==> src/rtl/wlb_pkg.sv <==
// ----------------------------------------------------------------------------
// Word ladder search package
// Sizes, codes, types and word compare functions shared by the block.
// ----------------------------------------------------------------------------
`default_nettype none

package wlb_pkg;

   localparam int MAX_WORDS  = 64;
   localparam int MAX_CHARS  = 8;
   localparam int CHAR_W     = 8;
   localparam int WORD_W     = 64;
   localparam int IDX_W      = (MAX_WORDS > 1) ? $clog2(MAX_WORDS) : 1;
   localparam int CNT_W      = $clog2(MAX_WORDS + 1);
   localparam int LEN_W      = $clog2(MAX_WORDS + 2);
   localparam int QENT_W     = IDX_W + LEN_W;
   localparam int WLEN_W     = 4;
   localparam int LADDER_W   = 7;
   localparam int ACT_W      = 2;
   localparam int CSR_ADDR_W = 3;
   localparam int CSR_DATA_W = 32;
   localparam int REG_IDX_W  = CSR_ADDR_W - 2;

   localparam logic [WLEN_W-1:0] WORD_LENGTH_RESET = WLEN_W'(3);

   // Action codes
   localparam logic [ACT_W-1:0] ACT_SET_BEGIN = 2'd0;
   localparam logic [ACT_W-1:0] ACT_APPEND    = 2'd1;
   localparam logic [ACT_W-1:0] ACT_RUN       = 2'd2;

   // Register indexes
   localparam logic [REG_IDX_W-1:0] REG_WORD_LENGTH = REG_IDX_W'(0);

   typedef enum logic [2:0] {
      ST_IDLE,
      ST_SCAN,
      ST_POP,
      ST_FETCH,
      ST_CHECK
   } state_type;

   typedef struct packed {
      logic [LEN_W-1:0] len;
      logic [IDX_W-1:0] idx;
   } qent_type;

   // One bit per character position that takes part and differs.
   function automatic logic [MAX_CHARS-1:0] byte_diff(input logic [WORD_W-1:0] a,
                                                      input logic [WORD_W-1:0] b,
                                                      input logic [WLEN_W-1:0] wl);
      logic [MAX_CHARS-1:0] d;
      logic [WLEN_W-1:0]    n;
      n = (wl > WLEN_W'(MAX_CHARS)) ? WLEN_W'(MAX_CHARS) : wl;
      for (int k = 0; k < MAX_CHARS; k++) begin
         d[k] = (WLEN_W'(k) < n) && (a[k*CHAR_W +: CHAR_W] != b[k*CHAR_W +: CHAR_W]);
      end
      return d;
   endfunction

   function automatic logic is_adjacent(input logic [WORD_W-1:0] a,
                                        input logic [WORD_W-1:0] b,
                                        input logic [WLEN_W-1:0] wl);
      logic [MAX_CHARS-1:0] d;
      d = byte_diff(a, b, wl);
      return (d & (d - MAX_CHARS'(1))) == '0;
   endfunction

   function automatic logic words_equal(input logic [WORD_W-1:0] a,
                                        input logic [WORD_W-1:0] b,
                                        input logic [WLEN_W-1:0] wl);
      return byte_diff(a, b, wl) == '0;
   endfunction

endpackage

`default_nettype wire

==> src/rtl/wlb_csr.sv <==
// ----------------------------------------------------------------------------
// Word ladder search register port
// APB-style access to the word length register.
// ----------------------------------------------------------------------------
`default_nettype none

module wlb_csr (
   input  wire logic                             clock,
   input  wire logic                             reset,
   input  wire logic                             psel,
   input  wire logic                             penable,
   input  wire logic                             pwrite,
   input  wire logic [wlb_pkg::CSR_ADDR_W-1:0]   paddr,
   input  wire logic [wlb_pkg::CSR_DATA_W-1:0]   pwdata,
   output logic      [wlb_pkg::CSR_DATA_W-1:0]   prdata,
   output logic                                  pready,
   output logic      [wlb_pkg::WLEN_W-1:0]       word_length
);

   logic [wlb_pkg::WLEN_W-1:0]    word_length_ff;
   logic [wlb_pkg::WLEN_W-1:0]    word_length_in;
   logic [wlb_pkg::REG_IDX_W-1:0] reg_idx;
   logic                          wr_en;

   assign reg_idx = paddr[wlb_pkg::CSR_ADDR_W-1:2];
   assign wr_en   = psel && penable && pwrite;

   always_comb begin
      word_length_in = word_length_ff;
      if (wr_en && (reg_idx == wlb_pkg::REG_WORD_LENGTH)) begin
         word_length_in = pwdata[wlb_pkg::WLEN_W-1:0];
      end
   end

   always_ff @(posedge clock) begin
      if (reset) begin
         word_length_ff <= wlb_pkg::WORD_LENGTH_RESET;
      end else begin
         word_length_ff <= word_length_in;
      end
   end

   assign prdata      = (reg_idx == wlb_pkg::REG_WORD_LENGTH) ?
                        wlb_pkg::CSR_DATA_W'(word_length_ff) : '0;
   assign pready      = 1'b1;
   assign word_length = word_length_ff;

endmodule

`default_nettype wire

==> config.mk <==
export PLATFORM = sky130hd
export DESIGN_NAME = wlb_csr
export DESIGN_NICKNAME = d
export VERILOG_FILES = /design/src/rtl/wlb_pkg.sv /design/src/rtl/wlb_csr.sv
export SDC_FILE = /design/constraint.sdc
export NUM_CORES = 1
export LEC_CHECK = 0
export BUFFER_PORTS_ARGS = -buffer_cell sky130_fd_sc_hd__buf_2
export CAP_MARGIN = 20
export CORE_UTILIZATION = 26
export CTS_CLUSTER_DIAMETER = 60
export DETAILED_ROUTE_END_ITERATION = 7
export PLACE_DENSITY = 0.77
export SYNTH_ARGS = -nofsm -noshare
export SYNTH_HDL_FRONTEND = slang
export SYNTH_SLANG_ARGS = --single-unit
==> constraint.sdc <==
create_clock -name clock -period 0.8 [get_ports clock]
set_clock_uncertainty 0.1 [all_clocks]
set_input_delay 0.12 -clock clock [delete_from_list [all_inputs] [get_ports clock]]
set_output_delay 0.12 -clock clock [all_outputs]
set_load 0.02 [all_outputs]
==> results of run 1 <==
[timing repair]
action | 4_1_cts | 5_1_grt
hold buffers | 0 | 0
endpoints found under the setup margin | 10 | 12
hold endpoints to repair | 0 | 0
gates resized for setup | 17 | 2
pin swaps | 2 | 0
[worst min-delay path, cell delays in order]
cell	delay, ns
sky130_fd_sc_hd__buf_2	0.10
sky130_fd_sc_hd__nand2b_1	0.06
sky130_fd_sc_hd__mux2i_1	0.06
[Yosys cell counts (all sizes together)]
cell and number:
and2b 4, and4b 1, buf 30, conb 2
dfxtp 4, mux2i 4, nand2b 4, nor2 4
[final cells by class]
| class | count | area (sq um) | area share (%) |
|---|---|---|---|
| Clock buffer | 3 | 22.52 | 4.082 |
| Multi-Input combinational cell | 46 | 237.7 | 43.08 |
| Sequential cell | 4 | 95.09 | 17.23 |
| Tap cell | 16 | 20.02 | 3.628 |
| Timing Repair Buffer | 22 | 176.4 | 31.97 |
[how the worst min path moves through the flow]
stage	end	slack, ns	depth (start not counted)
floorplan	word_length[2]	0.16	2
global placement	word_length[1]	0.28	3
detailed placement	word_length[3]	0.29	3
CTS	word_length[3]	0.05	3
global route	word_length[2]	0.06	3
finish	word_length[3]	0.05	3
[kinds of logic (layout without fill, tap and decap cells)]
kind of cell           count (synthesis)  after routing  synth area share [%]
buffers and inverters                 30             25                 51.84
DFF                                    4              4                 18.13
muxes                                  4              4                 9.066
other                                  2             29                 1.700
and+or+nand+nor                       13             13                 19.26
[stage by stage]
stage,hold slack (ns),worst slack [ns]
after floorplan,0.1641,-0.003671
after global placement,0.2838,-0.1612
after detailed placement,0.2921,-0.2083
after CTS,0.04904,-0.3032
after global routing,0.06006,-0.3242
final,0.04994,-0.2959
[power groups by stage]
stage	sequential, W	combinational [W]	clock [W]
floorplan	0.000206	0.000264	0
global placement	0.000200	0.000206	0
detailed placement	0.000200	0.000208	0
CTS	0.000197	0.000225	0.000253
global route	0.000198	0.000245	0.000271
finish	0.000197	0.000228	0.000242
[layer usage]
| layer | up-vias | track usage [%] | part of all wire [%] |
|---|---|---|---|
| met5 | - | 0 | 0 |
| met4 | 0 | 7.273 | 0 |
| met3 | 0 | 5.957 | 11 |
| met2 | 25 | 11.94 | 57 |
| met1 | 136 | 5.641 | 33 |
| li1 | 148 | - | - |
==> Flow_metrics.wiki, run 1 <==
{| class="wikitable"
! Metric !! Value
|-
| Antenna-violating nets left || 0
|-
| Worst Path Max Fanout || 2
|-
| Pin count of the biggest net entering global routing || 9
|-
| Final number of max-transition violations || 0
|-
| Final cell count without fillers || just over 90
|-
| Via total after detailed routing || about 310
|-
| Placer Congestion || a little under 0.6
|-
| Fraction of post-synthesis cell area in the top cell type by area || roughly 49%
|-
| Switching Share || a little over a third
|-
| Layout filler cell count || roughly 160
|-
| Ranking of synthesized cells by area || sky130_fd_sc_hd__buf_4, sky130_fd_sc_hd__dfxtp_1, sky130_fd_sc_hd__mux2i_1, sky130_fd_sc_hd__and2b_2, sky130_fd_sc_hd__nand2b_1
|-
| Classification of the worst setup path || reg -> out
|-
| Delay of the slowest cell on the worst path || between 0.3 and 0.4 ns
|-
| Cell at the root of the clock tree || sky130_fd_sc_hd__clkbuf_4
|-
| Logic gate share of total power || between 30% and 40%
|-
| I/O pin cnt || just under 80
|-
| Peak supply drop || about 410 uV
|-
| Start point of the critical path || word_length[3]
|-
| Aggregate global-route resource usage || 7.619%
|-
| Endpoint class of the critical path || output pin
|-
| Number of antenna violations at the first check in global routing || 0
|-
| Distinct cell type count of the synthesized netlist || 9
|-
| CTS clock-pin slew for the worst setup and hold paths || 0.03 ns
|-
| Destination of the worst register-to-register timing path || word_length[0]
|-
| Global route overflow || 0
|-
| Initial DRC count || 0
|-
| Number of endpoints failing setup at the final stage || 10
|-
| Violations in the final reports || negative setup slack
|-
| Critical-path cell with the highest stage delay || sky130_fd_sc_hd__dfxtp_4
|-
| Max reg flops || 4
|-
| Most used cells in the layout excluding fill and tap cells || sky130_fd_sc_hd__conb_1, sky130_fd_sc_hd__buf_2, sky130_fd_sc_hd__buf_6
|-
| Post-route DRC violation count || 0
|-
| Sequential group share of total power || 29.5%
|-
| Final cell utilization of the core || between 30 and 40%
|-
| Worst min-delay path startpoint || pwdata[3]
|-
| Ordered list of cells on the worst path || and2b_2 > buf_6
|-
| Share of the yosys chip area belonging to registers || a little under a fifth
|-
| Maximum level of the CTS H-tree || 1
|-
| Worst setup path endpoint || prdata[3]
|-
| Crit path buf inv count || 1
|-
| Final Cycle Share || 137.0%
|-
| Register bit total from synthesis || 4
|-
| Num Clock Sinks || 4
|-
| Count of input and output buffers || 17
|-
| Stages on the worst setup path || 2
|-
| Routed WL per cell || ~7.4 um
|-
| Height of the die || about 43 um
|-
| Worst Reg2Reg Path Length in Cells || 3
|-
| Setup slack of the worst register-to-register path || -0.02 ns
|-
| Sw Pwr || around 0.00024 W
|-
| Final hold viol count || 0
|-
| Die boundary width || between 40 and 50 um
|-
| Layout area overhead || 24.93%
|-
| Cell row count || 14
|-
| Hold/Removal Path Class || in -> reg
|-
| Clock Path Buffers || 2
|-
| Proportion of layout cells with a drive suffix above 1 || 46.67%
|-
| Library cell occupying the most area in the post-synthesis netlist || sky130_fd_sc_hd__buf_4
|-
| Number of nets in the layout || roughly 120
|-
| Static leakage || around 0.30 nW
|-
| Total detailed-routing wirelength || between 600 and 700 um
|-
| Most common cell after layout, fill and taps aside || sky130_fd_sc_hd__conb_1
|-
| Insertion delay of the later-clocked pin in the worst-skew pair || between 0.2 and 0.25 ns
|-
| Number of warnings printed during yosys synthesis || 0
|-
| Area inside the core boundary || 1541 sq um
|-
| Pwr Density || ~1200 nW/um^2
|-
| Run status || complete, but fails checks
|-
| Die Outline Area || around 1900 sq um
|-
| Area post-placement || 471.7 sq um
|-
| Crit path DAT || approximately 0.88 ns
|-
| Max capacitance violation total || 0
|-
| Vias per inst || approximately 3.4
|-
| Gate count after technology mapping || 53
|-
| Overall power consumption || 0.0006664 W
|-
| Post-layout minimum cycle time || roughly 1.1 ns
|-
| P_int || between 0.0004 and 0.0005 W
|-
| Placed Cells incl. Taps || 88
|-
| Clock network fraction of design power || a little over a third
|-
| CTS tree || done
|-
| Effective utilization at floorplan || about 29%
|-
| Global-route wire length before repair || approximately 960 um
|-
| Post-layout instance area || between 500 and 600 sq um
|-
| Setup ws final || -0.2959 ns
|-
| Cts bufs inserted || 3
|-
| Fmax achieved || about 910 MHz
|-
| Post-synthesis area per instance || 8.333 sq um
|-
| Startpoint of the worst register-to-register path || word_length[0]
|-
| Number of global-route vias before repair || roughly 270
|-
| Family of cells with the greatest summed delay on the critical path || flip-flops
|-
| Number of inserted diodes || 0
|-
| Setup repair after global routing missed its margin || true
|-
| Sum Neg Setup Slack || -2.104 ns
|-
| Post-synthesis instance area || 441.7 sq um
|-
| Data required time at the worst endpoint || 0.58 ns
|-
| # Post-CTS Setup Buffers || 0
|-
| Launching element type of the critical path || register
|-
| 1st-pass router iterations || 1
|}
No activity file was read; power rests on OpenSTA's default activity.
==> run 2: changes to the inputs <==
Settings changed: ABC_AREA from default to 1, CORE_UTILIZATION 26 to 27, MAX_ROUTING_LAYER from default to met4, PLACE_DENSITY 0.77 to 0.79.
==> run 2 against run 1 <==
The run ends with negative hold slack, negative setup slack left. Non-clock buffer count is 5 lower. Combinational power is 13% higher. Total power is 6.3% higher. Worst hold slack worse by 0.055 ns. Sequential share of layout area hardly changed. Register-to-register slack better by 0.13 ns. Flip-flop and latch count stayed put. Highest routed layer is now met4. Largest cell class unchanged. Synthesized cell count is 28% higher. Cell count is 12% higher. Via count is 10% higher.
==> Flow_metrics.wiki, run 2 <==
{| class="wikitable"
! Metric !! Value
|-
| Most common cell after layout, fill and taps aside || sky130_fd_sc_hd__conb_1
|-
| Start point of the critical path || word_length[0]
|-
| Ys async rst share || 0% (unchanged)
|-
| Ordered list of cells on the worst path || inv_2 > nor2_4 > buf_6
|-
| Crit path DAT || 0.81 ns (-0.07 ns)
|-
| Startpoint of the worst register-to-register path || word_length[2]
|-
| Antenna-violating nets left || 0 (unchanged)
|-
| Global-route wire length before repair || 979 um (+2.1%)
|-
| Setup ws final || -0.2270 ns (+0.06894 ns)
|-
| Max reg flops || 4 (unchanged)
|-
| Number of nets in the layout || 128 (+9.4%)
|-
| Post-synth EDFFs || 0 (unchanged)
|-
| Cell at the root of the clock tree || sky130_fd_sc_hd__clkbuf_4
|-
| Primary flip-flop cell chosen by synthesis mapping || sky130_fd_sc_hd__dfxtp_1
|-
| I/O pin cnt || 77 (unchanged)
|-
| Pin count of the biggest net entering global routing || 7 (-2)
|-
| Data required time at the worst endpoint || 0.58 ns (about the same)
|-
| Global route overflow || 0 (unchanged)
|-
| Most used cells in the layout excluding fill and tap cells || sky130_fd_sc_hd__conb_1, sky130_fd_sc_hd__buf_2, sky130_fd_sc_hd__nand2_1, sky130_fd_sc_hd__buf_6
|-
| Share of the yosys chip area belonging to registers || 17.63% (-0.50 points)
|-
| Fmax achieved || 973.8 MHz (+6.7%)
|-
| Placer Congestion || 0.7556 (+30%)
|-
| Clock Path Buffers || 2 (unchanged)
|-
| # Post-CTS Setup Buffers || 0 (unchanged)
|-
| Layout area overhead || 21.21%
|-
| Most numerous cell types in the synthesized netlist || sky130_fd_sc_hd__buf_4, sky130_fd_sc_hd__inv_1, sky130_fd_sc_hd__nor2_1
|-
| Hold/Removal Path Class || in -> reg
|-
| Worst hold slack across all endpoints || -0.005274 ns (-0.05522 ns)
|-
| Proportion of layout cells with a drive suffix above 1 || 43.02% (-3.6 points)
|-
| Post-synthesis instance area || 454.2 sq um (+2.8%)
|-
| CTS clock-pin slew for the worst setup and hold paths || 0.03 ns (about the same)
|-
| Violations in the final reports || negative hold slack, negative setup slack
|-
| Library cell occupying the most area in the post-synthesis netlist || sky130_fd_sc_hd__buf_4
|-
| Destination of the worst register-to-register timing path || word_length[2]
|-
| Count of input and output buffers || 17 (unchanged)
|-
| Register bit total from synthesis || 4 (unchanged)
|-
| Pwr Density || 1287 nW/um^2 (+6.5%)
|-
| Setup slack of the worst register-to-register path || 0.11 ns (+0.13 ns)
|-
| CTS tree || done
|-
| Distinct cell type count of the synthesized netlist || 12 (+3)
|-
| Effective utilization at floorplan || 29.46% (+0.81 points)
|-
| Critical-path cell with the highest stage delay || sky130_fd_sc_hd__dfxtp_4
|-
| Final Cycle Share || 128.4% (-8.6 points)
|-
| Setup repair after global routing missed its margin || true
|-
| Cts bufs inserted || 3 (unchanged)
|-
| Num Clock Sinks || 4 (unchanged)
|-
| Endpoint class of the critical path || output pin
|-
| Final cell count without fillers || 102 (+12%)
|-
| Max capacitance violation total || 0 (unchanged)
|-
| Classification of the worst setup path || reg -> out
|-
| Vias per inst || 3.343 (-1.5%)
|-
| Delay of the slowest cell on the worst path || 0.35 ns (+0.02 ns)
|-
| Post-route DRC violation count || 0 (unchanged)
|-
| Worst setup path endpoint || prdata[0]
|-
| Area inside the core boundary || 1541 sq um (unchanged)
|-
| Insertion delay of the later-clocked pin in the worst-skew pair || 0.23 ns (about the same)
|-
| Worst Path Max Fanout || 3 (+1)
|-
| Post-synthesis area per instance || 6.679 sq um (-20%)
|-
| Launching element type of the critical path || register
|-
| Number of antenna violations at the first check in global routing || 0 (unchanged)
|-
| Routed WL per cell || 6.353 um (-14%)
|-
| Maximum level of the CTS H-tree || 1 (unchanged)
|-
| Hold depth || 3 (unchanged)
|-
| Number of warnings printed during yosys synthesis || 0 (unchanged)
|-
| Fraction of post-synthesis cell area in the top cell type by area || 47.93% (-1.4 points)
|-
| Worst Reg2Reg Path Length in Cells || 2 (-1)
|-
| Initial DRC count || 3 (+3)
|-
| Via total after detailed routing || 341 (+10%)
|-
| Aggregate global-route resource usage || 8.200% (+0.58 points)
|-
| Final hold viol count || 1 (+1)
|-
| Most instantiated library cell after synthesis || sky130_fd_sc_hd__buf_4
|-
| Die Outline Area || 1850 sq um (-0.92%)
|-
| Ranking of synthesized cells by area || sky130_fd_sc_hd__buf_4, sky130_fd_sc_hd__dfxtp_1, sky130_fd_sc_hd__inv_1, sky130_fd_sc_hd__nor2_1, sky130_fd_sc_hd__nand2_1
|-
| Die boundary width || 43.02 um (-0.46%)
|-
| 1st-pass router iterations || 2 (+1)
|-
| Placed Cells incl. Taps || 99 (+13%)
|-
| Total detailed-routing wirelength || 648 um (-3.1%)
|-
| Peak supply drop || 606.8 uV (+50%)
|-
| Final number of max-transition violations || 0 (unchanged)
|-
| Post-layout instance area || 550.5 sq um (-0.23%)
|-
| Number of global-route vias before repair || 241 (-9.4%)
|-
| Cell row count || 14 (unchanged)
|-
| Post-layout minimum cycle time || 1.027 ns (-0.06894 ns)
|-
| DPL Wire Length || roughly 590 um
|-
| Gate count after technology mapping || 68 (+28%)
|-
| Number of endpoints failing setup at the final stage || 8 (-2)
|-
| Overall power consumption || 0.0007084 W (+6.3%)
|-
| Run status || complete, but fails checks
|-
| Static leakage || 0.3262 nW (+9.3%)
|-
| Number of inserted diodes || 0 (unchanged)
|-
| Area post-placement || 488.0 sq um (+3.4%)
|-
| Height of the die || 43.02 um (-0.46%)
|}
[run 2: worst max-delay path: cells and delay by family, from the launching register on]
kind | cells | cell delay (ns)
flops | 1 | 0.35
buf+inv | 2 | 0.15
simple gates | 1 | 0.07
[run 2: kinds of logic (layout without fill, tap and decap cells)]
family	after synthesis	after routing	synth area share, %
buffers and inverters	39	30	56.20
DFF	4	4	17.63
other	2	29	1.654
and+or+nand+nor	23	23	24.52
[run 2: per-stage QoR]
stage | utilization [%] | worst slack [ns] | setup TNS, ns
after floorplan | - | 0.01300 | 0
after global placement | 31.66 | -0.08603 | -0.3916
after detailed placement | 31.66 | -0.1085 | -0.4875
after CTS | 35.06 | -0.2300 | -1.539
after global routing | 35.71 | -0.2726 | -1.676
final | 35.71 | -0.2270 | -1.415
[run 2: final cells by class]
class / count / area, sq um
multi-input cells: 52 / 250.2
inverters: 10 / 37.54
flip-flops and latches: 4 / 95.09
repair buffers: 17 / 125.1
well taps: 16 / 20.02
fillers: 179 / 991.0
clock buffers: 3 / 22.52
[run 2: how the worst min path moves through the flow]
stage	to	start	slack, ns
after floorplan	word_length[0]	pwdata[0]	0.15
after global placement	word_length[1]	pwdata[1]	0.24
after detailed placement	word_length[1]	pwdata[1]	0.24
after CTS	word_length[1]	pwdata[1]	-0.006
after global routing	word_length[0]	pwdata[0]	0.01
final	word_length[1]	pwdata[1]	-0.005
[run 2: power by group]
group | total [W] | switching, W | internal (W)
registers | 0.000206 | 0.00000668 | 0.000200
clock network | 0.000244 | 0.0000763 | 0.000167
logic | 0.000258 | 0.000195 | 0.0000635
total | 0.000708 | 0.000278 | 0.000430
[run 2: metal layers]
layer | share of wire, % | vias to the layer above | track usage (%)
met3 | 13 | 4 | 3.830
met5 | 0 | - | -
met4 | 5.6 | 0 | 9.091
met1 | 38 | 131 | 7.908
met2 | 43 | 29 | 11.21
li1 | - | 177 | -
[run 2: repair_timing]
action,CTS,global route
endpoints found under the setup margin,8,8
endpoints found under the hold margin,1,0
pin swaps,4,0
gates resized for setup,10,3
==> run 3: changes to the inputs <==
Settings changed: CORE_MARGIN from default to 2, CORE_UTILIZATION 27 to 28, CTS_BUF_LIST from default to sky130_fd_sc_hd__clkbuf_8, GPL_TIMING_DRIVEN from default to 0, PLACE_DENSITY 0.79 to 0.81.
==> run 3 against run 2 <==
The run ends with negative setup slack left. Non-clock buffer count is 29 higher. Cell count up 28%. Final area increased by 44%. Worst hold slack better by 0.026 ns. Critical endpoint is now prdata[2].
==> Flow_metrics.wiki, run 3 (synthesis gave the netlist of run 2 again) <==
{| class="wikitable"
! Metric !! Value
|-
| Antenna-violating nets left || 0 (unchanged)
|-
| Count of input and output buffers || 17 (unchanged)
|-
| Worst hold slack across all endpoints || 0.02102 ns (+0.02630 ns)
|-
| Number of antenna violations at the first check in global routing || 0 (unchanged)
|-
| Number of global-route vias before repair || 309 (+28%)
|-
| Effective utilization at floorplan || 30.15% (+0.69 points)
|-
| Layout filler cell count || 147 (-18%)
|-
| Number of inserted diodes || 0 (unchanged)
|-
| Post-layout instance area || 790.8 sq um (+44%)
|-
| Final hold viol count || 0 (-1)
|-
| Clock Path Buffers || 2 (unchanged)
|-
| DPL Wire Length || 794.9 um (+35%)
|-
| Total detailed-routing wirelength || 872 um (+35%)
|-
| Cell at the root of the clock tree || sky130_fd_sc_hd__clkbuf_8
|-
| Cell row count || 14 (unchanged)
|-
| CTS tree || done
|-
| Critical-path cell with the highest stage delay || sky130_fd_sc_hd__dfxtp_4
|-
| Worst min-delay path startpoint || pwdata[1]
|-
| Final cell count without fillers || 131 (+28%)
|-
| Violations in the final reports || negative setup slack
|-
| Setup ws final || -0.2128 ns (+0.01416 ns)
|-
| Pwr Density || 1277 nW/um^2 (-0.75%)
|-
| I/O pin cnt || 77 (unchanged)
|-
| CTS clock-pin slew for the worst setup and hold paths || 0.03 ns (about the same)
|-
| Via total after detailed routing || 430 (+26%)
|-
| Number of nets in the layout || 157 (+23%)
|-
| 1st-pass router iterations || 4 (+2)
|-
| Vias per inst || 3.282 (-1.8%)
|-
| Area inside the core boundary || 1506 sq um (-2.3%)
|-
| Family of cells with the greatest summed delay on the critical path || flip-flops
|-
| Placer Congestion || 0.6614 (-12%)
|-
| Hold depth || 3 (unchanged)
|-
| Launching element type of the critical path || register
|-
| Placed Cells incl. Taps || 128 (+29%)
|-
| # Post-CTS Setup Buffers || 0 (unchanged)
|-
| Post-route DRC violation count || 0 (unchanged)
|-
| Run status || complete, but fails checks
|-
| Maximum level of the CTS H-tree || 1 (unchanged)
|-
| Aggregate global-route resource usage || 9.680% (+1.5 points)
|-
| Layout area overhead || 74.10%
|-
| Height of the die || 44.28 um (+2.9%)
|-
| Max reg flops || 4 (unchanged)
|-
| Ordered list of cells on the worst path || inv_2 > nor2_4 > buf_6
|-
| Worst Path Max Fanout || 3 (unchanged)
|-
| Routed WL per cell || 6.656 um (+4.8%)
|-
| Most used cells in the layout excluding fill and tap cells || sky130_fd_sc_hd__buf_4, sky130_fd_sc_hd__conb_1, sky130_fd_sc_hd__buf_2, sky130_fd_sc_hd__nand2_1, sky130_fd_sc_hd__buf_6
|-
| Proportion of layout cells with a drive suffix above 1 || 57.39% (+14 points)
|-
| Global route overflow || 0 (unchanged)
|-
| Post-layout minimum cycle time || 1.013 ns (-0.01416 ns)
|-
| Cts bufs inserted || 3 (unchanged)
|-
| Die boundary width || 44.28 um (+2.9%)
|-
| Endpoint class of the critical path || output pin
|-
| Setup slack after placement || -0.1160 ns (-0.007576 ns)
|-
| Setup repair after global routing missed its margin || true
|-
| Startpoint of the worst register-to-register path || word_length[3]
|-
| Global-route wire length before repair || 1255 um (+28%)
|-
| Final number of max-transition violations || 0 (unchanged)
|-
| Count of hold-fix buffers inserted at cts || 0
|-
| Peak supply drop || 711.3 uV (+17%)
|-
| Classification of the worst setup path || reg -> out
|-
| Area post-placement || 705.7 sq um (+45%)
|-
| Static leakage || 0.4945 nW (+52%)
|-
| Fmax achieved || 987.4 MHz (+1.4%)
|-
| Initial DRC count || 12 (+9)
|-
| Die Outline Area || 1960 sq um (+5.9%)
|-
| Worst Reg2Reg Path Length in Cells || 2 (unchanged)
|-
| Pin count of the biggest net entering global routing || 7 (unchanged)
|-
| Stages on the worst setup path || 3 (unchanged)
|-
| Final Cycle Share || 126.6% (-1.8 points)
|-
| Data required time at the worst endpoint || 0.58 ns (about the same)
|-
| Crit path buf inv count || 2 (unchanged)
|-
| Num Clock Sinks || 4 (unchanged)
|-
| Crit path DAT || 0.79 ns (-0.02 ns)
|-
| Delay of the slowest cell on the worst path || 0.35 ns (about the same)
|-
| Start point of the critical path || word_length[2]
|-
| Number of endpoints failing setup at the final stage || 8 (unchanged)
|-
| Insertion delay of the later-clocked pin in the worst-skew pair || 0.22 ns (about the same)
|-
| Hold/Removal Path Class || in -> reg
|-
| Max capacitance violation total || 0 (unchanged)
|}
## run 3: changes by cell type in the layout (fill, tap and decap cells not counted)
cell                       delta
sky130_fd_sc_hd__buf_4       +28
sky130_fd_sc_hd__buf_6        +1
sky130_fd_sc_hd__clkbuf_4     -3
sky130_fd_sc_hd__clkbuf_8     +3
## run 3: layout make-up
type	count	area (sq um)	area share, %
repair buffers	17	128.9	16.30
inverters	10	37.54	4.747
flip-flops and latches	4	95.09	12.03
clock buffers	3	41.29	5.222
well taps	16	20.02	2.532
plain buffers	29	217.7	27.53
multi-input cells	52	250.2	31.65
## run 3: what timing repair did
item,CTS,global route
hold endpoints to repair,0,0
pin swaps,4,0
resized for setup,9,5
endpoints found under the setup margin,8,8
## run 3: worst reg2reg max path: stages, from the launching register on
cell and delay, ns:
sky130_fd_sc_hd__dfxtp_4 0.34, sky130_fd_sc_hd__nor2_1 0.11, sky130_fd_sc_hd__nor2_1 0.06
## run 3: where the power goes
part	total [W]	internal, W	switching, W
clock	0.000428	0.000321	0.000107
combinational	0.000374	0.000159	0.000215
sequential	0.000208	0.000200	0.00000762
## run 3: layer usage
| layer | routed length [um] | part of all wire [%] | track usage (%) | up-vias |
|---|---|---|---|---|
| li1 | - | - | - | 235 |
| met1 | 298 | 34 | 9.337 | 157 |
| met2 | 419 | 48 | 14.41 | 34 |
| met3 | 130 | 15 | 4.082 | 4 |
| met4 | 23 | 2.6 | 9.091 | 0 |
| met5 | 0 | 0 | - | - |
## run 3: final timing paths
path | endpoint | slack [ns]
max | prdata[2] | -0.21
min reg2reg | word_length[1] | 0.39
min | word_length[1] | 0.02
max reg2reg | word_length[3] | 0.08
## run 3: per-stage QoR
step           utilization [%]  power [W]  setup TNS, ns
6_report                 52.49   0.001010         -1.301
3_5_place_dp             46.84  0.0005591        -0.4908
3_3_place_gp             46.84  0.0005564        -0.3877
5_1_grt                  52.49   0.001062         -1.489
2_1_floorplan                -  0.0005037              0
4_1_cts                  51.41   0.001010         -1.422
